[src/hdl/seven_segment_serial_display_writer_macros.svh]
// Assertion macros shared by the display writer RTL files.
// Each macro expands to a concurrent assertion in simulation and to nothing in synthesis.
`ifndef SEVEN_SEGMENT_SERIAL_DISPLAY_WRITER_MACROS_SVH
`define SEVEN_SEGMENT_SERIAL_DISPLAY_WRITER_MACROS_SVH

`ifndef SYNTHESIS
// Same-edge implication, checked out of reset.
`define SSDW_ASSERT_NOW(label, clk, rst_n, ante, cons) \
  label: assert property (@(posedge clk) disable iff (!rst_n) (ante) |-> (cons)) \
    else $error("ssdw assertion failed");
// Next-edge implication, checked out of reset.
`define SSDW_ASSERT_NEXT(label, clk, rst_n, ante, cons) \
  label: assert property (@(posedge clk) disable iff (!rst_n) (ante) |=> (cons)) \
    else $error("ssdw assertion failed");
`else
`define SSDW_ASSERT_NOW(label, clk, rst_n, ante, cons)
`define SSDW_ASSERT_NEXT(label, clk, rst_n, ante, cons)
`endif

`endif

[src/hdl/ssdw_pkg.sv]
// Types, constants and the glyph table of the seven-segment display writer.
// No dependencies; ssdw_byte_sel, ssdw_seq and the top level import this package.
package ssdw_pkg;

  localparam int MAX_DIGITS = 6;

  // Sequencer phase codes.
  localparam logic [3:0] PH_IDLE     = 4'd0;
  localparam logic [3:0] PH_START_A  = 4'd1;
  localparam logic [3:0] PH_START_B  = 4'd2;
  localparam logic [3:0] PH_BIT_LO   = 4'd3;
  localparam logic [3:0] PH_BIT_HI   = 4'd4;
  localparam logic [3:0] PH_ACK_LO   = 4'd5;
  localparam logic [3:0] PH_ACK_WAIT = 4'd6;
  localparam logic [3:0] PH_ACK_HI   = 4'd7;
  localparam logic [3:0] PH_ACK_END  = 4'd8;
  localparam logic [3:0] PH_STOP_A   = 4'd9;
  localparam logic [3:0] PH_STOP_B   = 4'd10;
  localparam logic [3:0] PH_STOP_C   = 4'd11;
  localparam logic [3:0] PH_STOP_D   = 4'd12;

  // Operation codes of an input beat.
  localparam logic [1:0] OP_TICK    = 2'd0;
  localparam logic [1:0] OP_INIT    = 2'd1;
  localparam logic [1:0] OP_DISPLAY = 2'd2;

  // Configuration register indexes.
  localparam logic [2:0] REG_HALF_BIT   = 3'd0;
  localparam logic [2:0] REG_SHORT_WAIT = 3'd1;
  localparam logic [2:0] REG_DATA_CMD   = 3'd2;
  localparam logic [2:0] REG_CTRL_CMD   = 3'd3;
  localparam logic [2:0] REG_DIGIT_CNT  = 3'd4;
  localparam logic [2:0] REG_ACK_TMO    = 3'd5;

  // Fixed bytes on the wire.
  localparam logic [7:0] ADDR_CMD_BYTE = 8'hC0;
  localparam logic [7:0] POINT_BIT     = 8'h80;
  localparam logic [2:0] NO_POINT      = 3'd6;

  typedef logic [MAX_DIGITS-1:0][3:0] ssdw_digits_t;

  typedef struct packed {
    logic [15:0] half_bit_ticks;
    logic [15:0] short_wait_ticks;
    logic [7:0]  data_command;
    logic [7:0]  control_command;
    logic [2:0]  digit_count;
    logic [15:0] ack_timeout_ticks;
  } ssdw_cfg_t;

  typedef struct packed {
    logic [1:0]   operation;
    ssdw_digits_t digits;
    logic [2:0]   point_position;
    logic         dio_in;
  } ssdw_item_t;

  typedef struct packed {
    logic clk_out;
    logic dio_out;
    logic dio_release;
    logic busy_res;
    logic ack_error;
  } ssdw_res_t;

  // Segment pattern of a glyph code; unknown codes show blank.
  function automatic logic [7:0] glyph_seg(input logic [3:0] code);
    logic [7:0] seg;
    case (code)
      4'd0:  seg = 8'h3F;
      4'd1:  seg = 8'h06;
      4'd2:  seg = 8'h5B;
      4'd3:  seg = 8'h4F;
      4'd4:  seg = 8'h66;
      4'd5:  seg = 8'h6D;
      4'd6:  seg = 8'h7D;
      4'd7:  seg = 8'h07;
      4'd8:  seg = 8'h7F;
      4'd9:  seg = 8'h6F;
      4'd10: seg = 8'h80;
      4'd11: seg = 8'h00;
      4'd12: seg = 8'h40;
      default: seg = 8'h00;
    endcase
    return seg;
  endfunction

  // Digit count clamped to one through MAX_DIGITS.
  function automatic logic [2:0] live_count(input logic [2:0] cnt);
    logic [2:0] n;
    n = cnt;
    if (n == 3'd0) n = 3'd1;
    if (n > 3'(MAX_DIGITS)) n = 3'(MAX_DIGITS);
    return n;
  endfunction

endpackage

[src/hdl/ssdw_if.sv]
// Valid/ready channel interfaces for the input beats and the result beats.
// Depends on nothing; field widths are fixed by the pin-level protocol.
interface ssdw_in_if;
  logic       valid;
  logic       ready;
  logic [1:0] operation;
  logic [3:0] digit_0;
  logic [3:0] digit_1;
  logic [3:0] digit_2;
  logic [3:0] digit_3;
  logic [3:0] digit_4;
  logic [3:0] digit_5;
  logic [2:0] point_position;
  logic       dio_in;

  modport source (
    output valid, operation, digit_0, digit_1, digit_2, digit_3, digit_4, digit_5,
           point_position, dio_in,
    input  ready
  );
  modport sink (
    input  valid, operation, digit_0, digit_1, digit_2, digit_3, digit_4, digit_5,
           point_position, dio_in,
    output ready
  );
endinterface

interface ssdw_out_if;
  logic valid;
  logic ready;
  logic clk_out;
  logic dio_out;
  logic dio_release;
  logic busy_res;
  logic ack_error;

  modport source (
    output valid, clk_out, dio_out, dio_release, busy_res, ack_error,
    input  ready
  );
  modport sink (
    input  valid, clk_out, dio_out, dio_release, busy_res, ack_error,
    output ready
  );
endinterface

[src/hdl/ssdw_byte_sel.sv]
// Picks the next byte to shift out: init commands, address command or a digit.
// Depends on ssdw_pkg for the glyph table and fixed bytes.
module ssdw_byte_sel (
  input  logic                 display_mode,
  input  logic [2:0]           byte_idx,
  input  logic [7:0]           data_command,
  input  logic [7:0]           control_command,
  input  ssdw_pkg::ssdw_digits_t digits,
  input  logic [2:0]           point,
  output logic [7:0]           byte_out
);
  import ssdw_pkg::*;

  logic [2:0] digit_idx;
  logic [7:0] seg;

  // Segment byte of the digit addressed by byte_idx - 1, with the point bit.
  always_comb begin
    digit_idx = byte_idx - 3'd1;
    seg = 8'h00;
    if (digit_idx < 3'(MAX_DIGITS)) begin
      seg = glyph_seg(digits[digit_idx]);
      if (point == digit_idx) begin
        seg = seg | POINT_BIT;
      end
    end
  end

  // Byte order: init sends two commands; a display write sends the address
  // command followed by one segment byte per digit.
  always_comb begin
    if (!display_mode) begin
      byte_out = (byte_idx == 3'd0) ? data_command : control_command;
    end else if (byte_idx == 3'd0) begin
      byte_out = ADDR_CMD_BYTE;
    end else begin
      byte_out = seg;
    end
  end

endmodule

[src/hdl/ssdw_seq.sv]
// Pin sequencer: phase register, wait counter, bit shifter and latched digits.
// Depends on ssdw_pkg, ssdw_byte_sel and the assertion macro header.
`include "seven_segment_serial_display_writer_macros.svh"

module ssdw_seq (
  input  logic                clk,
  input  logic                rst_n,
  input  logic                step,
  input  ssdw_pkg::ssdw_item_t item,
  input  ssdw_pkg::ssdw_cfg_t  cfg,
  output ssdw_pkg::ssdw_res_t  res
);
  import ssdw_pkg::*;

  logic [3:0]   phase_r, phase_nxt;
  logic [2:0]   bit_r, bit_nxt;
  logic [2:0]   byte_r, byte_nxt;
  logic [15:0]  wait_r, wait_nxt;
  logic [7:0]   shift_r, shift_nxt;
  ssdw_digits_t digits_r, digits_nxt;
  logic [2:0]   point_r, point_nxt;
  logic         clock_r, clock_nxt;
  logic         data_r, data_nxt;
  logic         display_r, display_nxt;

  logic         go;
  logic [3:0]   tgt;
  logic         err;
  logic [15:0]  poll_cnt;
  logic [2:0]   sel_idx;
  logic [7:0]   sel_byte;
  logic         rel;

  // The byte after an ack belongs to the next byte index.
  assign sel_idx = (phase_r == PH_ACK_END) ? (byte_r + 3'd1) : byte_r;

  ssdw_byte_sel u_byte_sel (
    .display_mode    (display_r),
    .byte_idx        (sel_idx),
    .data_command    (cfg.data_command),
    .control_command (cfg.control_command),
    .digits          (digits_r),
    .point           (point_r),
    .byte_out        (sel_byte)
  );

  // Next state for one tick.
  always_comb begin
    phase_nxt   = phase_r;
    bit_nxt     = bit_r;
    byte_nxt    = byte_r;
    wait_nxt    = wait_r;
    shift_nxt   = shift_r;
    digits_nxt  = digits_r;
    point_nxt   = point_r;
    clock_nxt   = clock_r;
    data_nxt    = data_r;
    display_nxt = display_r;
    go          = 1'b0;
    tgt         = PH_IDLE;
    err         = 1'b0;
    poll_cnt    = (wait_r < 16'hFFFF) ? (wait_r + 16'd1) : wait_r;

    case (phase_r)
      PH_IDLE: begin
        if (item.operation == OP_INIT || item.operation == OP_DISPLAY) begin
          display_nxt = (item.operation == OP_DISPLAY);
          if (item.operation == OP_DISPLAY) begin
            digits_nxt = item.digits;
            point_nxt  = item.point_position;
          end
          byte_nxt = 3'd0;
          bit_nxt  = 3'd0;
          go       = 1'b1;
          tgt      = PH_START_A;
        end
      end
      PH_ACK_WAIT: begin
        if (!item.dio_in) begin
          go  = 1'b1;
          tgt = PH_ACK_HI;
        end else if (cfg.ack_timeout_ticks != 16'd0) begin
          wait_nxt = poll_cnt;
          if (poll_cnt >= cfg.ack_timeout_ticks) begin
            err = 1'b1;
            go  = 1'b1;
            tgt = PH_ACK_HI;
          end
        end
      end
      PH_START_A, PH_START_B, PH_BIT_LO, PH_BIT_HI, PH_ACK_LO, PH_ACK_HI,
      PH_ACK_END, PH_STOP_A, PH_STOP_B, PH_STOP_C, PH_STOP_D: begin
        if (wait_r > 16'd1) begin
          wait_nxt = wait_r - 16'd1;
        end else begin
          go = 1'b1;
          case (phase_r)
            PH_START_A: tgt = PH_START_B;
            PH_START_B: begin
              shift_nxt = sel_byte;
              bit_nxt   = 3'd0;
              tgt       = PH_BIT_LO;
            end
            PH_BIT_LO: tgt = PH_BIT_HI;
            PH_BIT_HI: begin
              shift_nxt = {1'b0, shift_r[7:1]};
              if (bit_r == 3'd7) begin
                tgt = PH_ACK_LO;
              end else begin
                bit_nxt = bit_r + 3'd1;
                tgt     = PH_BIT_LO;
              end
            end
            PH_ACK_LO: tgt = PH_ACK_WAIT;
            PH_ACK_HI: tgt = PH_ACK_END;
            PH_ACK_END: begin
              if (display_r && byte_r < live_count(cfg.digit_count)) begin
                byte_nxt  = byte_r + 3'd1;
                shift_nxt = sel_byte;
                bit_nxt   = 3'd0;
                tgt       = PH_BIT_LO;
              end else begin
                tgt = PH_STOP_A;
              end
            end
            PH_STOP_A: tgt = PH_STOP_B;
            PH_STOP_B: tgt = PH_STOP_C;
            PH_STOP_C: tgt = PH_STOP_D;
            PH_STOP_D: begin
              // Init runs a second start/byte/stop frame for the control byte.
              if (!display_r && byte_r == 3'd0) begin
                byte_nxt = 3'd1;
                tgt      = PH_START_A;
              end else begin
                tgt = PH_IDLE;
              end
            end
            default: tgt = PH_IDLE;
          endcase
        end
      end
      default: begin
        go  = 1'b1;
        tgt = PH_IDLE;
      end
    endcase

    // Phase entry sets the pin levels and loads the wait counter.
    if (go) begin
      phase_nxt = tgt;
      wait_nxt  = 16'd1;
      case (tgt)
        PH_START_A: begin
          clock_nxt = 1'b1;
          data_nxt  = 1'b1;
          wait_nxt  = cfg.short_wait_ticks;
        end
        PH_START_B: data_nxt = 1'b0;
        PH_BIT_LO: begin
          clock_nxt = 1'b0;
          data_nxt  = shift_nxt[0];
          wait_nxt  = cfg.half_bit_ticks;
        end
        PH_BIT_HI: begin
          clock_nxt = 1'b1;
          wait_nxt  = cfg.half_bit_ticks;
        end
        PH_ACK_LO: begin
          clock_nxt = 1'b0;
          wait_nxt  = cfg.half_bit_ticks;
        end
        PH_ACK_WAIT: wait_nxt = 16'd0;
        PH_ACK_HI: begin
          clock_nxt = 1'b1;
          wait_nxt  = cfg.short_wait_ticks;
        end
        PH_ACK_END: begin
          clock_nxt = 1'b0;
          data_nxt  = 1'b0;
        end
        PH_STOP_A: begin
          clock_nxt = 1'b0;
          wait_nxt  = cfg.short_wait_ticks;
        end
        PH_STOP_B: begin
          data_nxt = 1'b0;
          wait_nxt = cfg.short_wait_ticks;
        end
        PH_STOP_C: begin
          clock_nxt = 1'b1;
          wait_nxt  = cfg.short_wait_ticks;
        end
        PH_STOP_D: data_nxt = 1'b1;
        default: begin
          phase_nxt = PH_IDLE;
          clock_nxt = 1'b1;
          data_nxt  = 1'b1;
          wait_nxt  = 16'd0;
        end
      endcase
    end
  end

  // Pin levels after this tick.
  always_comb begin
    rel = (phase_nxt == PH_ACK_LO) || (phase_nxt == PH_ACK_WAIT) || (phase_nxt == PH_ACK_HI);
    res.clk_out     = clock_nxt;
    res.dio_out     = rel ? 1'b1 : data_nxt;
    res.dio_release = rel;
    res.busy_res    = (phase_nxt != PH_IDLE);
    res.ack_error   = err;
  end

  // State registers advance once per accepted beat.
  always_ff @(posedge clk) begin
    if (!rst_n) begin
      phase_r   <= PH_IDLE;
      bit_r     <= 3'd0;
      byte_r    <= 3'd0;
      wait_r    <= 16'd0;
      shift_r   <= 8'd0;
      digits_r  <= '0;
      point_r   <= NO_POINT;
      clock_r   <= 1'b1;
      data_r    <= 1'b1;
      display_r <= 1'b0;
    end else if (step) begin
      phase_r   <= phase_nxt;
      bit_r     <= bit_nxt;
      byte_r    <= byte_nxt;
      wait_r    <= wait_nxt;
      shift_r   <= shift_nxt;
      digits_r  <= digits_nxt;
      point_r   <= point_nxt;
      clock_r   <= clock_nxt;
      data_r    <= data_nxt;
      display_r <= display_nxt;
    end
  end

  // A timed-out ack can only come out of the ack polling phase.
  `SSDW_ASSERT_NOW(a_err_from_poll, clk, rst_n, step && res.ack_error, phase_r == PH_ACK_WAIT)
  // The data pin is only released while a sequence runs.
  `SSDW_ASSERT_NOW(a_rel_busy, clk, rst_n, res.dio_release, res.busy_res)
  // Byte index never passes the last digit.
  `SSDW_ASSERT_NOW(a_byte_range, clk, rst_n, 1'b1, byte_r <= 3'(MAX_DIGITS))

endmodule

[src/hdl/seven_segment_serial_display_writer.sv]
// Two-wire seven-segment display writer. One input beat is one timing tick.
// Results are registered: a result beat is valid in the cycle after its input beat is accepted.
// Throughput: one beat per cycle unless a result waits unread; the output register takes a new result while
// the previous one is read out in the same cycle.
// Reset: synchronous, active low; the sequencer returns to idle with both pins
// high and the configuration registers load their defaults.
`include "seven_segment_serial_display_writer_macros.svh"

module seven_segment_serial_display_writer (
  input  logic              clk,
  input  logic              rst_n,
  ssdw_in_if.sink           in_ch,
  ssdw_out_if.source        out_ch,
  input  logic              cfg_we,
  input  logic [2:0]        cfg_index,
  input  logic [15:0]       cfg_data
);
  import ssdw_pkg::*;

  ssdw_cfg_t  cfg_r;
  ssdw_item_t item;
  ssdw_res_t  res;
  ssdw_res_t  out_res_r;
  logic       out_valid_r;
  logic       accept;

  // Configuration registers.
  always_ff @(posedge clk) begin
    if (!rst_n) begin
      cfg_r.half_bit_ticks    <= 16'd50;
      cfg_r.short_wait_ticks  <= 16'd20;
      cfg_r.data_command      <= 8'h40;
      cfg_r.control_command   <= 8'h8A;
      cfg_r.digit_count       <= 3'd6;
      cfg_r.ack_timeout_ticks <= 16'd0;
    end else if (cfg_we) begin
      case (cfg_index)
        REG_HALF_BIT:   cfg_r.half_bit_ticks    <= cfg_data;
        REG_SHORT_WAIT: cfg_r.short_wait_ticks  <= cfg_data;
        REG_DATA_CMD:   cfg_r.data_command      <= cfg_data[7:0];
        REG_CTRL_CMD:   cfg_r.control_command   <= cfg_data[7:0];
        REG_DIGIT_CNT:  cfg_r.digit_count       <= cfg_data[2:0];
        REG_ACK_TMO:    cfg_r.ack_timeout_ticks <= cfg_data;
        default: ;
      endcase
    end
  end

  // Input handshake: take a beat whenever the output register is free or draining.
  assign in_ch.ready = !out_valid_r || out_ch.ready;
  assign accept      = in_ch.valid && in_ch.ready;

  assign item.operation      = in_ch.operation;
  assign item.digits         = {in_ch.digit_5, in_ch.digit_4, in_ch.digit_3,
                                in_ch.digit_2, in_ch.digit_1, in_ch.digit_0};
  assign item.point_position = in_ch.point_position;
  assign item.dio_in         = in_ch.dio_in;

  ssdw_seq u_seq (
    .clk   (clk),
    .rst_n (rst_n),
    .step  (accept),
    .item  (item),
    .cfg   (cfg_r),
    .res   (res)
  );

  // Output register.
  always_ff @(posedge clk) begin
    if (!rst_n) begin
      out_valid_r <= 1'b0;
    end else if (accept) begin
      out_valid_r <= 1'b1;
    end else if (out_ch.ready) begin
      out_valid_r <= 1'b0;
    end
  end

  always_ff @(posedge clk) begin
    if (accept) begin
      out_res_r <= res;
    end
  end

  assign out_ch.valid       = out_valid_r;
  assign out_ch.clk_out     = out_res_r.clk_out;
  assign out_ch.dio_out     = out_res_r.dio_out;
  assign out_ch.dio_release = out_res_r.dio_release;
  assign out_ch.busy_res    = out_res_r.busy_res;
  assign out_ch.ack_error   = out_res_r.ack_error;

  // An empty output register never stalls the input.
  `SSDW_ASSERT_NOW(a_ready_when_empty, clk, rst_n, !out_valid_r, in_ch.ready)
  // Every accepted beat leaves a result waiting in the next cycle.
  `SSDW_ASSERT_NEXT(a_accept_fills, clk, rst_n, accept, out_valid_r)
  // A result not taken stays in place.
  `SSDW_ASSERT_NEXT(a_hold_unread, clk, rst_n, out_valid_r && !out_ch.ready, out_valid_r)

endmodule
[src/flat_wrapper.sv]
// flat-port wrapper written by rule: the top's interface ports become plain ports
module seven_segment_serial_display_writer_flat import ssdw_pkg::*;
  (clk, rst_n, cfg_we, cfg_index, cfg_data, in_ch_valid, in_ch_operation, in_ch_digit_0, in_ch_digit_1, in_ch_digit_2, in_ch_digit_3, in_ch_digit_4, in_ch_digit_5, in_ch_point_position, in_ch_dio_in, in_ch_ready, out_ch_valid, out_ch_clk_out, out_ch_dio_out, out_ch_dio_release, out_ch_busy_res, out_ch_ack_error, out_ch_ready);
  ssdw_in_if in_ch_i ();
  ssdw_out_if out_ch_i ();
  input  logic clk;
  input  logic rst_n;
  input  logic cfg_we;
  input  logic [2:0] cfg_index;
  input  logic [15:0] cfg_data;
  input wire logic [$bits(in_ch_i.valid)-1:0] in_ch_valid;
  input wire logic [$bits(in_ch_i.operation)-1:0] in_ch_operation;
  input wire logic [$bits(in_ch_i.digit_0)-1:0] in_ch_digit_0;
  input wire logic [$bits(in_ch_i.digit_1)-1:0] in_ch_digit_1;
  input wire logic [$bits(in_ch_i.digit_2)-1:0] in_ch_digit_2;
  input wire logic [$bits(in_ch_i.digit_3)-1:0] in_ch_digit_3;
  input wire logic [$bits(in_ch_i.digit_4)-1:0] in_ch_digit_4;
  input wire logic [$bits(in_ch_i.digit_5)-1:0] in_ch_digit_5;
  input wire logic [$bits(in_ch_i.point_position)-1:0] in_ch_point_position;
  input wire logic [$bits(in_ch_i.dio_in)-1:0] in_ch_dio_in;
  output wire logic [$bits(in_ch_i.ready)-1:0] in_ch_ready;
  output wire logic [$bits(out_ch_i.valid)-1:0] out_ch_valid;
  output wire logic [$bits(out_ch_i.clk_out)-1:0] out_ch_clk_out;
  output wire logic [$bits(out_ch_i.dio_out)-1:0] out_ch_dio_out;
  output wire logic [$bits(out_ch_i.dio_release)-1:0] out_ch_dio_release;
  output wire logic [$bits(out_ch_i.busy_res)-1:0] out_ch_busy_res;
  output wire logic [$bits(out_ch_i.ack_error)-1:0] out_ch_ack_error;
  input wire logic [$bits(out_ch_i.ready)-1:0] out_ch_ready;
  assign in_ch_i.valid = in_ch_valid;
  assign in_ch_i.operation = in_ch_operation;
  assign in_ch_i.digit_0 = in_ch_digit_0;
  assign in_ch_i.digit_1 = in_ch_digit_1;
  assign in_ch_i.digit_2 = in_ch_digit_2;
  assign in_ch_i.digit_3 = in_ch_digit_3;
  assign in_ch_i.digit_4 = in_ch_digit_4;
  assign in_ch_i.digit_5 = in_ch_digit_5;
  assign in_ch_i.point_position = in_ch_point_position;
  assign in_ch_i.dio_in = in_ch_dio_in;
  assign in_ch_ready = in_ch_i.ready;
  assign out_ch_valid = out_ch_i.valid;
  assign out_ch_clk_out = out_ch_i.clk_out;
  assign out_ch_dio_out = out_ch_i.dio_out;
  assign out_ch_dio_release = out_ch_i.dio_release;
  assign out_ch_busy_res = out_ch_i.busy_res;
  assign out_ch_ack_error = out_ch_i.ack_error;
  assign out_ch_i.ready = out_ch_ready;
  seven_segment_serial_display_writer u_core (.clk(clk), .rst_n(rst_n), .in_ch(in_ch_i), .out_ch(out_ch_i), .cfg_we(cfg_we), .cfg_index(cfg_index), .cfg_data(cfg_data));
endmodule
[config.mk]
export PLATFORM = sky130hd
export DESIGN_NAME = seven_segment_serial_display_writer_flat
export DESIGN_NICKNAME = d
export VERILOG_FILES = /design/src/hdl/ssdw_pkg.sv /design/src/hdl/ssdw_if.sv /design/src/hdl/ssdw_byte_sel.sv /design/src/hdl/ssdw_seq.sv /design/src/hdl/seven_segment_serial_display_writer.sv /design/src/flat_wrapper.sv
export VERILOG_INCLUDE_DIRS = /design/src /design/src/hdl
export SDC_FILE = /design/constraint.sdc
export NUM_CORES = 1
export LEC_CHECK = 0
export BUFFER_PORTS_ARGS = -buffer_cell sky130_fd_sc_hd__buf_2
export CAP_MARGIN = 10
export CORE_MARGIN = 1.5
export CORE_UTILIZATION = 52
export DETAILED_ROUTE_END_ITERATION = 6
export PLACE_DENSITY = 0.82
export SETUP_SLACK_MARGIN = 0.5
export SYNTH_ARGS = -nofsm -noshare
export SYNTH_HDL_FRONTEND = slang
export SYNTH_SLANG_ARGS = --single-unit
export TNS_END_PERCENT = 30
[constraint.sdc]
create_clock -name clk -period 7.5 [get_ports clk]
set_input_delay 1.125 -clock clk [delete_from_list [all_inputs] [get_ports clk]]
set_output_delay 1.125 -clock clk [all_outputs]
set_load 0.01 [all_outputs]
Word-level counts from Yosys, hierarchy flattened

Memories as Yosys holds them, arrays and structs flattened.
Index checks and enable logic that the tools add are counted.
Widths: inputs -> output; s select.

Bits of input ports: 54
Bits in registers: 137
Memories kept: 1
Output and inout bits: 7
ROM bits: 128

Memory list:

| memory          | words | width | rd ports | clocked after memory_dff | wr ports | line           | source |
|---|---|---|---|---|---|---|---|
| (no name shown) | 16    | 8     | 1        | 0                        | 0        | ssdw_pkg.sv:69 | `case (code)` |

Equal/unequal tests: 47
Add/subtract/negate cells: 5
$lt $le $gt $ge: 7
Multiplexer cells: 62
Reduce and logical (&&, ||, !) cells: 42
Bitwise operators: 1

Operators by type and width:

| kind                  | count |
|---|---|
| $mux 16               | 5 |
| $mux 3                | 20 |
| $mux 8                | 6 |
| $pmux 16 s3           | 1 |
| $eq 4x3->1 const B    | 11 |
| $pmux 4 s11           | 1 |
| $eq 4x4->1 const B    | 10 |
| $pmux 16 s2           | 1 |
| $pmux 8 s3            | 1 |
| $ne 3x3->1 const B    | 7 |
| $mux 4                | 5 |
| $pmux 3 s2            | 3 |
| $add 16x1->16 const B | 1 |
| $eq 4x2->1 const B    | 4 |
| $ge 16x16->1          | 1 |
| $gt 16x1->1 const B   | 1 |
| $lt 16x16->1 const B  | 1 |
| $reduce_bool 16->1    | 1 |
| $sub 16x1->16 const B | 1 |
| $reduce_and 2->1      | 7 |
| $reduce_and 7->1      | 2 |
| $mux 1                | 13 |
| $bmux 4 s3            | 1 |
| $logic_not 3->1       | 4 |
| 37 further kinds      | 56 |

Longest topological paths before layout

Gate-level depths: netlist (run 1).

Word-level depth: 23
Depth in mapped cells: 17
Mapped depth without buffers: 16

Hierarchy

Synthesis (run 1) repeated with hierarchy kept, for this count alone.

Cells, all modules: 1031
Area, all modules: 8541.9 sq um

Modules (own cells, without submodules):

| module                              | cells an instance | area each (sq um) | sequential area each (sq um) | instances |
|---|---|---|---|---|
| ssdw_seq                            | 668               | 4968.5            | 1261.2                       | 1 |
| seven_segment_serial_display_writer | 259               | 2748.9            | 1511.4                       | 1 |
| ssdw_byte_sel                       | 104               | 824.5             | 0.0                          | 1 |

Worst setup path after synthesis (run 1)

No wires, ideal clock.

Kind: register -> register
From: reg u_core.u_seq.phase_r[3]
To: reg u_core.out_res_r (netlist bit u_core.out_ch.dio_out) (data pin)
Library setup time: 258 ps
Data arrival time: 3541 ps
Cell stages (with the launch flop): 18
Setup slack: 3701 ps
Buffers on the path: 2
Data required time: 7242 ps
Cells stage by stage: dfxtp_1 clkbuf_1 nor4b_4 xnor2_2 inv_1 ha_1 ha_1 clkbuf_1 nand2b_1 a211o_1 nand2_1 nor2_1 ha_1 nor3b_1 o21ai_0 a211o_1 a21oi_1 nand2b_1

Longest elaborated chain between the ends: 16
Elaborated cells on any way between the ends: 58

RTL lines:

| what                         | line                                           | source |
|---|---|---|
| from (decl)                  | ssdw_seq.sv:15                                 | `logic [3:0] phase_r, phase_nxt;` |
| from (signal assigned)       | ssdw_seq.sv:228                                | `phase_r <= phase_nxt;` |
| $eq 4x4->1                   | ssdw_seq.sv:35, ssdw_seq.sv:64, ssdw_seq.sv:97 |  |
| $mux 3                       | ssdw_seq.sv:35                                 | `assign sel_idx = (phase_r == PH_ACK_END) ? (byte_r + 3'd1) : byte_r;` |
| $sub 3x1->3                  | ssdw_byte_sel.sv:19                            | `digit_idx = byte_idx - 3'd1;` |
| $bmux 4 s3                   | ssdw_byte_sel.sv:22                            | `seg = glyph_seg(digits[digit_idx]);` |
| $mux 4 (not written as such) | ssdw_byte_sel.sv:22                            |  |
| $mem_v2 16x8                 | -                                              |  |
| $mux 8                       | ssdw_byte_sel.sv:23                            | `if (point == digit_idx) begin` |
| $mux 8                       | ssdw_byte_sel.sv:21                            | `if (digit_idx < 3'(MAX_DIGITS)) begin` |
| $mux 8                       | ssdw_byte_sel.sv:34                            | `end else if (byte_idx == 3'd0) begin` |
| $mux 8                       | ssdw_byte_sel.sv:32                            | `if (!display_mode) begin` |
| $mux 8                       | ssdw_seq.sv:117                                | `if (display_r && byte_r < live_count(cfg.digit_count)) begin` |
| $pmux 8 s3                   | ssdw_seq.sv:97                                 | `case (phase_r)` |
| $mux 1                       | ssdw_seq.sv:93                                 | `if (wait_r > 16'd1) begin` |
| $mux 1                       | ssdw_seq.sv:64                                 | `case (phase_r)` |
| $pmux 1 s3                   | ssdw_seq.sv:152                                | `case (tgt)` |
| $mux 1                       | ssdw_seq.sv:149                                | `if (go) begin` |
| to (signal assigned)         | seven_segment_serial_display_writer.sv:81      | `out_res_r <= res;` |
| to (decl)                    | seven_segment_serial_display_writer.sv:23      | `ssdw_res_t out_res_r;` |

Several ways; a longest one is shown, not always the timed one. The select of a mux whose other input is x is not followed.
A chain may end at the register's enable or synchronous reset.

Worst setup path after layout (run 1)

From: reg u_core.u_seq.wait_r[0]
To: reg u_core.u_seq.wait_r[0]

Longest elaborated chain between the ends: 11
Elaborated cells on any way between the ends: 41

RTL lines:

| what                                                                | line            | source |
|---|---|---|
| from (decl)                                                         | ssdw_seq.sv:18  | `logic [15:0] wait_r, wait_nxt;` |
| from (signal assigned)                                              | ssdw_seq.sv:231 | `wait_r <= wait_nxt;` |
| $add 16x1->16 or $lt 16x16->1 (tied branches)                       | ssdw_seq.sv:62  | `poll_cnt = (wait_r < 16'hFFFF) ? (wait_r + 16'd1) : wait_r;` |
| $mux 16                                                             | ssdw_seq.sv:62  |  |
| $ge 16x16->1                                                        | ssdw_seq.sv:84  | `if (poll_cnt >= cfg.ack_timeout_ticks) begin` |
| $mux 3                                                              | ssdw_seq.sv:84  |  |
| $mux 3                                                              | ssdw_seq.sv:82  | `end else if (cfg.ack_timeout_ticks != 16'd0) begin` |
| $mux 3                                                              | ssdw_seq.sv:79  | `if (!item.dio_in) begin` |
| $pmux 4 s3                                                          | ssdw_seq.sv:64  |  |
| $eq 4x4->1 (tied with other cells)                                  | ssdw_seq.sv:152 |  |
| $reduce_or 5->1 (no source line) or $reduce_or 3->1 (tied branches) | -               |  |
| $pmux 16 s3                                                         | ssdw_seq.sv:152 |  |
| $mux 16                                                             | ssdw_seq.sv:149 |  |

Several ways; a longest one is shown, not always the timed one. The select of a mux whose other input is x is not followed.

==> out/metrics.yaml, run 1 <==
status: "finished, final reports clean"
dieArea_um2: 16200
syn_nets: 1145
die-height_um: 127
synth_seq_area_share_pct: 34.7
timing.hold.ws_ns: 0.451
cts_resized: 0
arrival_ns: 5.45
setup_viol: 0
drv_cap: 0
min_period_ns: 5.12
netlist_top_cells_area: "dfxtp_1, nand2_1, a21oi_1, ha_1, o21ai_0"
final_hold_viol_count: 0
clk_pin_slew_ns: 0.06
root_buffer: "clkbuf_16"
fin_tns_setup_ns: 0
synth-seq-cells: 137
worst_pin_slew_ns: 1.17
first_global_vias: 7151
clock-sinks: 137
cp_max_fo: 16
min_from: "u_core.u_seq.digits_r[12]$_SDFFE_PN0P_"
grt_pass1_wl_mm: 36.3
fin_nets: 1159
reg2regPathDepth: 16
worstHoldPathCells: 2
r2r_start: "u_core.u_seq.wait_r[0]$_SDFFE_PN0P_"
rsz0062_at_grt: "false"
yosysMostFrequentCell: "nand2_1"
ys_types: 81
ctsHoldBuffers: 0
post_cts_buffers: 0
num_rows: 45
remaining_drc_errors: 0
skew_ns: 0.00989
drive_gt1_share_pct: 12.2
synthesis.area_um2: 8050
cts_buffers: 17
antenna_found_initial: 0
synth_top_area_cell: "dfxtp_1"
fin_crit_sh_pct: 68.3
worstSetupPathType: "register to register"
gp_congestion: 0.949
drt-initial-drc-count: 825
syn-instance-count: 1059
synth_common_cells: "nand2_1, dfxtp_1, a21oi_1"
initial_core_util_pct: 53.1
worst_ir_drop_vdd_v: 0.000163
syn2layout_area_growth_pct: 11.2
die_w_um: 127
coreArea_um2: 15100
leakage_nw: 3.27
relSlewSlack_pct: 21.8
diodes: 0
wl_mm: 22.5
hold_path.class: "register to register"
p_per_area_nw_per_um2: 220
synth-edff-count: 5
timing.fmax_mhz: 195
grt.overflow.total: 0
ys.flop_type: "dfxtp_1"
dp_hpwl_mm: 15.6
ys_warn_count: 0
via_per_inst: 6.29
cts.path.max_buffers: 2
grt_use_total_pct: 28.1
grt_start_max_net_pins: 100
wl_per_cell_um: 17.6
critPathLaunchType: "register"
cts_tree: "yes"
synth_top_cell_area_share_pct: 32.8
htreeDepth: 4
whs_endpoint: "u_core.u_seq.digits_r[12]$_SDFFE_PN0P_"
crit_path_end_kind: "register"
clkLatencyLatePin_ns: 0.43
r2r_slack_ns: 2.38
firstDrtPassIters: 5
reg2reg_to: "u_core.u_seq.wait_r[0]$_SDFFE_PN0P_"
avgSynthCellArea_um2: 7.60
drtAntennaViolNets: 0
io_pins: 61
async_flop_share_pct: 0
num_vias: 8003
crit_required_ns: 7.83
place.port_buffers: 60
maxSlewViolCount: 0
[per-stage QoR]
step	cells	util (%)	worst slack (ns)	power [mW]	cell area (µm²)
6_report	1273	59.1	2.38	1.97	8950
4_1_cts	1273	59.1	2.58	1.96	8950
3_3_place_gp	1242	55.0	2.90	1.09	8320
5_1_grt	1273	59.1	2.17	2.03	8950
3_5_place_dp	1242	55.0	2.69	1.09	8320
2_1_floorplan	1059	-	3.70	1.01	8050
[worst max-delay path, cell delays in order, from the launching register on]
cell and delay [ns]:
dfxtp_1 0.39, ha_1 0.26, and3_1 0.20, and4_1 0.23
nand2_1 0.26, nand3_1 0.23, nor2_1 0.18, xor2_1 0.18
ha_1 0.28, a2111oi_0 0.45, o21ai_0 0.20, nand2_1 0.12
a21oi_1 0.15, o21a_1 0.40, nor2_1 0.96, a22oi_1 0.24
a221oi_1 0.28
[worst max-delay path by stage]
stage	from	endpoint	slack (ns)	depth (start not counted)
final	u_core.u_seq.wait_r[0]$_SDFFE_PN0P_	u_core.u_seq.wait_r[0]$_SDFFE_PN0P_	2.38	16
after detailed placement	u_core.u_seq.wait_r[0]$_SDFFE_PN0P_	u_core.u_seq.wait_r[0]$_SDFFE_PN0P_	2.69	16
after floorplan	u_core.u_seq.phase_r[3]$_SDFFE_PN0P_	u_core.out_ch.dio_out$_SDFFCE_PP1P_	3.70	17
after CTS	u_core.u_seq.wait_r[0]$_SDFFE_PN0P_	u_core.u_seq.wait_r[0]$_SDFFE_PN0P_	2.58	16
after global routing	u_core.u_seq.wait_r[0]$_SDFFE_PN0P_	u_core.u_seq.wait_r[0]$_SDFFE_PN0P_	2.17	16
after global placement	u_core.u_seq.wait_r[0]$_SDFFE_PN0P_	u_core.u_seq.wait_r[0]$_SDFFE_PN0P_	2.90	16
[cells by family after synthesis]
| kind of cell | Yosys count | synth area share, % |
|---|---|---|
| XOR/XNOR | 24 | 2.71 |
| buffers and inverters | 107 | 5.41 |
| flip-flops | 137 | 34.7 |
| AND/OR/NAND/NOR | 435 | 25.2 |
| adder cells (fa/ha/maj) | 34 | 5.22 |
| AO/OA/AOI/OAI | 302 | 23.7 |
| multiplexers | 20 | 2.99 |
[sequential cells by signal, summed over array words and instances (netlist names), 3 cells and up]
| name | cells |
|---|---|
| u_core.u_seq.bit_r | 3 |
| u_core.u_seq.phase_r | 4 |
| u_core.u_seq.shift_r | 8 |
| u_core.u_seq.digits_r | 24 |
| u_core.u_seq.wait_r | 16 |
| u_core.u_seq.byte_r | 3 |
| u_core.u_seq.point_r | 3 |
| u_core.cfg_r | 67 |
[cell type report]
type,count,area [µm²]
Fill cell,1372,6200
Inverter,37,139
Timing Repair Buffer,65,338
Clock inverter,9,136
Tap cell,188,235
Sequential cell,137,2790
Multi-Input combinational cell,815,4820
Clock buffer,22,485
[metal layers]
| metal | vias to the layer above | global-route usage (%) | share of wire [%] |
|---|---|---|---|
| met3 | 51 | 4.98 | 8.4 |
| met1 | 3740 | 39.4 | 44 |
| met5 | - | 0 | 0 |
| met4 | 0 | 11.0 | 2.6 |
| met2 | 396 | 42.9 | 45 |
| li1 | 3816 | - | - |
[power breakdown]
group	switching (mW)	total [mW]	internal, mW
combinational	0.189	0.299	0.110
sequential	0.0315	0.789	0.758
clock	0.323	0.883	0.560
total	0.543	1.97	1.43
[cells in the final DEF (no fill, tap or decap), types with 6 or more instances in the layout]
cell type | netlist | routed
nand2_1 | 240 | 240
dfxtp_1 | 132 | 132
a21oi_1 | 126 | 126
buf_2 | 8 | 60
o21ai_0 | 57 | 57
nor2_1 | 41 | 41
inv_1 | 35 | 35
nand3_1 | 32 | 32
ha_1 | 32 | 32
nor3_1 | 22 | 22
nand2b_1 | 18 | 18
nor4_1 | 18 | 18
clkbuf_16 | 0 | 18
xnor2_1 | 17 | 17
a31oi_1 | 14 | 14
mux2_2 | 12 | 12
and3_1 | 11 | 11
a221oi_1 | 11 | 11
o211ai_1 | 8 | 8
nand4_1 | 8 | 8
a211o_1 | 7 | 7
nor2b_1 | 7 | 7
o21a_1 | 7 | 7
a22oi_1 | 7 | 7
and2_1 | 7 | 7
mux2i_1 | 6 | 6
xor2_1 | 6 | 6
Note: power is estimated with default switching activity, not from simulation.
==> inputs of run 2 (changes only) <==
--- a/config.mk
+++ b/config.mk
@@ -6,12 +6,13 @@
 export SDC_FILE = /design/constraint.sdc
 export NUM_CORES = 1
 export LEC_CHECK = 0
+export ABC_AREA = 1
 export BUFFER_PORTS_ARGS = -buffer_cell sky130_fd_sc_hd__buf_2
 export CAP_MARGIN = 10
 export CORE_MARGIN = 1.5
 export CORE_UTILIZATION = 52
 export DETAILED_ROUTE_END_ITERATION = 6
-export PLACE_DENSITY = 0.82
+export PLACE_DENSITY = 0.84
 export SETUP_SLACK_MARGIN = 0.5
 export SYNTH_ARGS = -nofsm -noshare
 export SYNTH_HDL_FRONTEND = slang
==> constraint.sdc (replaced) <==
create_clock -name clk -period 4.1 [get_ports clk]
set_input_delay 0.615 -clock clk [delete_from_list [all_inputs] [get_ports clk]]
set_output_delay 0.615 -clock clk [all_outputs]
set_load 0.01 [all_outputs]
==> run 2 against run 1 <==
  * The run now ends with design-rule violations left
  * Synthesized cell count is 13% higher
  * Wire length increased by 18%
  * Non-clock buffer count grew 37
  * Clock power increased by 89%
  * Core utilization is 8.9 points higher
  * Synthesized area decreased by 2.4%
  * Critical path type unchanged
  * Largest power group unchanged
==> out/metrics.yaml, run 2 <==
status: "finished with violations"
violations: "design-rule violations"
seqCellArea_um2: 2820  # +0.90%
cp_slowest_stage_delay_ns: 0.37  # -0.59 ns
fin_nets: 1365  # +18%
drtAntennaViolNets: 0  # unchanged
min_from: "in_ch_point_position[2]"
multiInputGateArea_um2: 4940  # +2.6%
synth_xor_area_share_pct: 1.34  # -1.4 points
worstHoldPathCells: 3  # +1
mostFrequentLayoutCell: "nor2_1"
arrival_ns: 4.40  # -1.05 ns
cts_buffers: 17  # unchanged
first_global_vias: 7996  # +12%
coreArea_um2: 14600  # -3.3%
clk_pin_slew_ns: 0.06  # about the same
ctsHoldBuffers: 0  # unchanged
min_period_ns: 4.03  # -1.09 ns
worst_pin_slew_ns: 1.09  # -0.0770 ns
r2r_start: "u_core.u_seq.wait_r[1]$_SDFFE_PN0P_"
yosysMostFrequentCell: "nand2_1"
io_pins: 61  # unchanged
ys_warn_count: 0  # unchanged
gp_congestion: 0.966  # +1.7%
synth_seq_area_share_pct: 35.6  # +0.86 points
synthMuxAreaShare_pct: 0.255  # -2.7 points
swShare_pct: 34.8  # +7.2 points
die_w_um: 126  # -1.2%
slowest_stage: "dfxtp_4"
synth-edff-count: 5  # unchanged
power_mw: 4.52  # +130%
drive_gt1_share_pct: 22.3  # +10 points
synthesis.area_um2: 7850  # -2.4%
largest_reg_flops: 67  # unchanged
grt_start_max_net_pins: 106  # +6.0%
syn_nets: 1285  # +12%
synth_common_cells: "nand2_1, nor2_1, dfxtp_1, o21ai_0, inv_1"
maxSlewViolCount: 0  # unchanged
clkLatencyLatePin_ns: 0.43  # about the same
leakage_nw: 4.55  # +39%
netlist_top_cells_area: "dfxtp_1, nand2_1, nor2_1, o21ai_0, a21oi_1"
diodes: 0  # unchanged
hold_path.class: "primary input to register"
place.port_buffers: 60  # unchanged
root_buffer: "clkbuf_16"
clock_power_share_pct: 37.1  # -7.7 points
syn-instance-count: 1199  # +13%
setup_viol: 0  # unchanged
ys.flop_type: "dfxtp_1"
skew_ns: 0.00681  # -0.00308 ns
cts.path.max_buffers: 2  # unchanged
initial_core_util_pct: 53.6  # +0.50 points
antenna_found_initial: 1  # +1
num_vias: 9040  # +13%
cp_max_fo: 7  # -9
firstDrtPassIters: 7  # +2
num_rows: 44  # -2.2%
dieArea_um2: 15800  # -2.4%
fin_crit_sh_pct: 98.4  # +30 points
die-height_um: 126  # -1.2%
synth_top_area_cell: "dfxtp_1"
drt-initial-drc-count: 1350  # +64%
synth_top_family_by_area: "simple AND/OR/NAND/NOR gates"
intPower_mw: 2.94  # +110%
p_seq_share_pct: 33.1  # -7.0 points
drv_cap: 0  # unchanged
fin_tns_setup_ns: 0  # unchanged
htreeDepth: 4  # unchanged
grt_pass1_wl_mm: 38.2  # +5.3%
rsz0062_at_grt: "true"
syn2layout_area_growth_pct: 26.7
synthAdderAreaFrac_pct: 5.10  # -0.13 points
dp_hpwl_mm: 15.5  # -0.85%
final_hold_viol_count: 0  # unchanged
switchingPower_mw: 1.57  # +190%
relSlewSlack_pct: 26.8  # +5.0 points
critPathLaunchType: "register"
largest-register: "u_core.cfg_r"
clock-sinks: 137  # unchanged
ys_types: 45  # -44%
crit_start: "u_core.u_seq.wait_r[1]$_SDFFE_PN0P_"
async_flop_share_pct: 0  # unchanged
avgSynthCellArea_um2: 6.55  # -14%
cts_tree: "yes"
timing.fmax_mhz: 248  # +27%
synth-seq-cells: 137  # unchanged
fillerInstances: 1095  # -20%
synth_compound_area_share_pct: 19.5  # -4.2 points
synth-simple-area-share_pct: 28.9  # +3.6 points
remaining_drc_errors: 8  # +8
reg2regPathDepth: 26  # +10
grt.overflow.total: 0  # unchanged
top_regs: "u_core.cfg_r: 67 flops, u_core.u_seq.digits_r: 24 flops, u_core.u_seq.wait_r: 16 flops"
synth_top_cell_area_share_pct: 33.6  # +0.81 points
via_per_inst: 6.12  # -2.6%
worst_ir_drop_vdd_v: 0.000353  # +120%
crit_required_ns: 4.47  # -3.36 ns
p_per_area_nw_per_um2: 454  # +110%
wl_mm: 26.6  # +18%
pwr-share-comb_pct: 29.9  # +15 points
grt_use_total_pct: 29.6  # +1.5 points
final_cell_mix: "nor2_1, nand2_1, inv_1, o21ai_0, dfxtp_1"
crit_path_end_kind: "register"
wl_per_cell_um: 18.0  # +2.1%
worstSetupPathType: "register to register"
-- run 2: cell count changes after synthesis, moves of 13 or more --
cell      change
inv_1        +96
nand2_1      -23
o21ai_0      +75
clkbuf_1     -24
nand3_1      +38
nor4_1       -13
nor2_1      +162
a21oi_1      -18
xnor2_1      -15
nand2b_1     -18
-- run 2: final timing paths --
kind,slack (ns),to
worst max-delay path,0.07,u_core.u_seq.wait_r[7]$_SDFFE_PN0P_
worst min-delay path,0.39,u_core.u_seq.point_r[2]$_SDFFE_PN1P_
worst max register to register,0.07,u_core.u_seq.wait_r[7]$_SDFFE_PN0P_
worst min register to register,0.46,u_core.cfg_r[22]$_SDFFE_PN1P_
-- run 2: critical path: cells and delay by family, from the launching register on --
family                     cells  cell delay, ns
adders and majority gates      2            0.49
and+or+nand+nor               18            2.24
AOI/OAI and AO/OA              2            0.26
DFF                            1            0.37
buffers and inverters          4            0.60
-- run 2: cell type report --
class | count | area share [%]
Clock buffer | 19 | 4.55
Clock inverter | 13 | 1.91
Inverter | 147 | 5.62
Multi-Input combinational cell | 874 | 49.7
Sequential cell | 137 | 28.3
Tap cell | 184 | 2.31
Timing Repair Buffer | 102 | 7.63
-- run 2: per-stage QoR --
step                      hold slack (ns)  instance area (µm²)  std cells  util, %  setup slack (ns)
after floorplan                     0.424                 7850       1199        -             0.514
after global placement              0.442                 8360       1418     57.1             0.120
after detailed placement            0.444                 8360       1418     57.1           -0.0157
after CTS                           0.390                 9380       1464     64.0             0.508
after global routing                0.419                 9950       1476     68.0           -0.0330
final                               0.394                 9950       1476     68.0            0.0661
-- run 2: power groups by stage --
stage | sequential (mW) | clock (mW) | combinational [mW]
after CTS | 1.48 | 1.68 | 1.12
final | 1.49 | 1.67 | 1.35
after global placement | 1.50 | 0 | 1.01
after floorplan | 1.49 | 0 | 0.747
after global routing | 1.50 | 1.73 | 1.46
after detailed placement | 1.51 | 0 | 1.03
-- run 2: routing by layer --
| layer | global-route usage, % | part of all wire, % | vias up |
|---|---|---|---|
| met3 | 5.40 | 12 | 144 |
| met1 | 38.4 | 38 | 4127 |
| li1 | - | - | 4094 |
| met2 | 47.8 | 46 | 673 |
| met5 | 0 | 0.049 | - |
| met4 | 14.2 | 4.6 | 2 |
-- run 2: repair_timing --
item,4_1_cts,5_1_grt
buffers inserted,11,10
pin swaps,19,51
resized for setup,59,117
setup endpoints to repair,26,30
cloned,3,2
-- run 2: logic make-up (layout without fill, tap and decap cells) --
| family | Yosys count | count (layout) |
|---|---|---|
| flip-flops | 137 | 137 |
| multiplexers | 2 | 2 |
| buffers and inverters | 189 | 281 |
| AO/OA/AOI/OAI | 287 | 287 |
| adder cells (fa/ha/maj) | 32 | 32 |
| XOR/XNOR | 12 | 12 |
| AND/OR/NAND/NOR | 540 | 541 |
==> inputs of run 3 (changes only) <==
==> constraint.sdc (replaced) <==
create_clock -name clk -period 4.1 [get_ports clk]
set_input_delay 0.82 -clock clk [delete_from_list [all_inputs] [get_ports clk]]
set_output_delay 0.82 -clock clk [all_outputs]
set_load 0.01 [all_outputs]
==> run 3 against run 2 <==
  * Setup slack better by 0.087 ns
  * Highest routed layer is now met4
  * Clock-buffer cell count up 1
  * Via count down 0.42%
  * Non-clock buffer count up 1
  * The run still ends with design-rule violations left
  * Clock skew up 0.0012 ns
  * Clock power down 8%
  * Critical path type unchanged
  * Power down 2.8%
  * Die area unchanged
==> out/metrics.yaml, run 3 (same netlist as run 2, synthesis figures left out) <==
violations: "design-rule violations"
maxSlewViolCount: 0  # unchanged
initial_core_util_pct: 53.6  # unchanged
crit_required_ns: 4.48  # about the same
grt_use_total_pct: 29.3  # -0.32 points
clk_pin_slew_ns: 0.06  # about the same
highest_layer: "met4"
firstDrtPassIters: 7  # unchanged
fin_util_pct: 67.1  # -0.87 points
crit_path_end_kind: "register"
fin_nets: 1366  # +0.073%
dp_hpwl_mm: 15.4  # -0.87%
diodes: 0  # unchanged
remaining_drc_errors: 6  # -2
hold_path.class: "register to register"
p_per_area_nw_per_um2: 447  # -1.5%
place_inst: 1420  # +0.14%
wl_met1_mm: 10.2  # +1.2%
rsz0062_at_grt: "true"
cp_max_fo: 8  # +1
io_pins: 61  # unchanged
clock-sinks: 137  # unchanged
die_w_um: 126  # unchanged
largest_reg_flops: 67  # unchanged
setup_viol: 0  # unchanged
r2r_start: "u_core.u_seq.wait_r[1]$_SDFFE_PN0P_"
timing.fmax_mhz: 253  # +2.2%
reg2regPathDepth: 26  # unchanged
ctsHoldBuffers: 0  # unchanged
cts.path.max_buffers: 2  # unchanged
timing.hold.ws_ns: 0.450  # +0.0561 ns
worstHoldPathCells: 2  # -1
grt.overflow.total: 0  # unchanged
die-height_um: 126  # unchanged
leakage_nw: 4.44  # -2.5%
min_from: "u_core.cfg_r[24]$_SDFFE_PN0P_"
htreeDepth: 4  # unchanged
status: "finished with violations"
cts_buffers: 17  # unchanged
wl_mm: 26.5  # -0.20%
first_global_vias: 7818  # -2.2%
place.port_buffers: 60  # unchanged
worstSetupPathType: "register to register"
cts_tree: "yes"
top_regs: "u_core.cfg_r: 67 flops, u_core.u_seq.digits_r: 24 flops, u_core.u_seq.wait_r: 16 flops"
arrival_ns: 4.32  # -0.08 ns
wl_per_cell_um: 18.0  # -0.26%
via_per_inst: 6.09  # -0.49%
critPathLaunchType: "register"
reg2reg_to: "u_core.u_seq.wait_r[5]$_SDFFE_PN0P_"
grt_pass1_wl_mm: 37.7  # -1.3%
gp_congestion: 0.951  # -1.6%
final_hold_viol_count: 0  # unchanged
relSlewSlack_pct: 35.1  # +8.3 points
drt-initial-drc-count: 1335  # -1.1%
dr_wl_met3_mm: 2.96  # -4.0%
whs_endpoint: "u_core.cfg_r[24]$_SDFFE_PN0P_"
routed-wl-met2_mm: 11.7  # -3.5%
r2r_slack_ns: 0.15  # +0.09 ns
final_cell_mix: "nand2_1, nor2_1, inv_1"
dieArea_um2: 15800  # unchanged
num_vias: 9002  # -0.42%
largest-register: "u_core.cfg_r"
worst_pin_slew_ns: 0.967  # -0.124 ns
fin_tns_setup_ns: 0  # unchanged
clkLatencyLatePin_ns: 0.44  # about the same
min_period_ns: 3.95  # -0.0870 ns
drive_gt1_share_pct: 20.8  # -1.5 points
grt_start_max_net_pins: 67  # -37%
fillerInstances: 1127  # +2.9%
mostFrequentLayoutCell: "nand2_1"
root_buffer: "clkbuf_16"
drtAntennaViolNets: 0  # unchanged
syn2layout_area_growth_pct: 25.1
num_rows: 44  # unchanged
drv_cap: 0  # unchanged
worst_ir_drop_vdd_v: 0.000317  # -10%
antenna_found_initial: 0  # -1
skew_ns: 0.00796  # +0.00115 ns
stdcell_count: 1477  # +0.068%
coreArea_um2: 14600  # unchanged
fin_crit_sh_pct: 96.3  # -2.1 points
[run 3: cell types whose count changed in the layout (fill, tap and decap cells not counted), moves of 3 or more]
| cell | before | now |
|---|---|---|
| nand2_1 | 185 | 202 |
| nand2_2 | 24 | 11 |
| nand3_2 | 16 | 6 |
| nor2_1 | 189 | 180 |
| nand3_1 | 51 | 59 |
| nor2_4 | 13 | 18 |
| buf_4 | 29 | 33 |
| clkinv_2 | 1 | 5 |
| nand2_4 | 13 | 9 |
| nor2_2 | 11 | 15 |
| a21oi_2 | 21 | 18 |
[run 3: where the power goes]
group	switching [mW]	total (mW)	internal, mW
logic	0.892	1.37	0.475
clock network	0.608	1.53	0.921
registers	0.0723	1.50	1.42
total	1.57	4.39	2.82
[run 3: how the worst max path moves through the flow]
stage | from | end | cells after the start
after floorplan | u_core.u_seq.wait_r[0]$_SDFFE_PN0P_ | u_core.u_seq.wait_r[11]$_SDFFE_PN0P_ | 27
after global placement | u_core.u_seq.wait_r[2]$_SDFFE_PN0P_ | u_core.u_seq.wait_r[14]$_SDFFE_PN0P_ | 26
after detailed placement | u_core.u_seq.wait_r[0]$_SDFFE_PN0P_ | u_core.u_seq.wait_r[3]$_SDFFE_PN0P_ | 26
after CTS | u_core.u_seq.wait_r[1]$_SDFFE_PN0P_ | u_core.u_seq.wait_r[15]$_SDFFE_PN0P_ | 27
after global routing | u_core.u_seq.wait_r[1]$_SDFFE_PN0P_ | u_core.u_seq.wait_r[5]$_SDFFE_PN0P_ | 25
final | u_core.u_seq.wait_r[1]$_SDFFE_PN0P_ | u_core.u_seq.wait_r[5]$_SDFFE_PN0P_ | 26
[run 3: layout make-up]
cell class | count | area (µm²) | area share, %
flip-flops and latches | 137 | 2810 | 28.6
well taps | 184 | 230 | 2.34
clock inverters | 12 | 125 | 1.27
inverters | 147 | 557 | 5.67
multi-input cells | 874 | 4910 | 49.9
clock buffers | 20 | 457 | 4.65
repair buffers | 103 | 738 | 7.51
[run 3: critical path, stage by stage, from the launching register on]
cell,delay (ns)
dfxtp_2,0.38
ha_4,0.17
nand2_4,0.07
nor3_4,0.25
nand3_4,0.12
nor2_4,0.16
nand2_4,0.13
nand3_4,0.12
nor2_1,0.06
a21oi_2,0.17
ha_1,0.29
a21oi_1,0.15
o21ai_0,0.14
a21oi_2,0.21
nand3_4,0.12
nand2_4,0.08
nand2_4,0.08
nand2_8,0.12
nand2_8,0.08
nor2_4,0.21
nand2_2,0.11
nand3_4,0.14
buf_12,0.14
nand2_1,0.08
nand3_1,0.12
nand2_1,0.06
inv_1,0.08
[run 3: timing repair]
| item | 4_1_cts | 5_1_grt |
|---|---|---|
| gates cloned | 3 | 2 |
| setup buffers | 8 | 12 |
| pin swaps | 14 | 46 |
| gates resized for setup | 45 | 113 |
| setup endpoints to repair | 26 | 28 |
[run 3: layer usage]
metal	GRT usage, %	vias to the layer above
met1	38.9	4032
li1	-	4088
met5	0	-
met2	46.0	687
met3	5.78	195
met4	13.7	0
[run 3: metrics by stage]
stage | setup slack, ns | instance area, µm² | power (mW)
3_3_place_gp | 0.187 | 8380 | 2.52
6_report | 0.153 | 9830 | 4.39
2_1_floorplan | 0.514 | 7850 | 2.24
3_5_place_dp | 0.0136 | 8380 | 2.53
4_1_cts | 0.469 | 9230 | 4.10
5_1_grt | 0.0479 | 9830 | 4.56
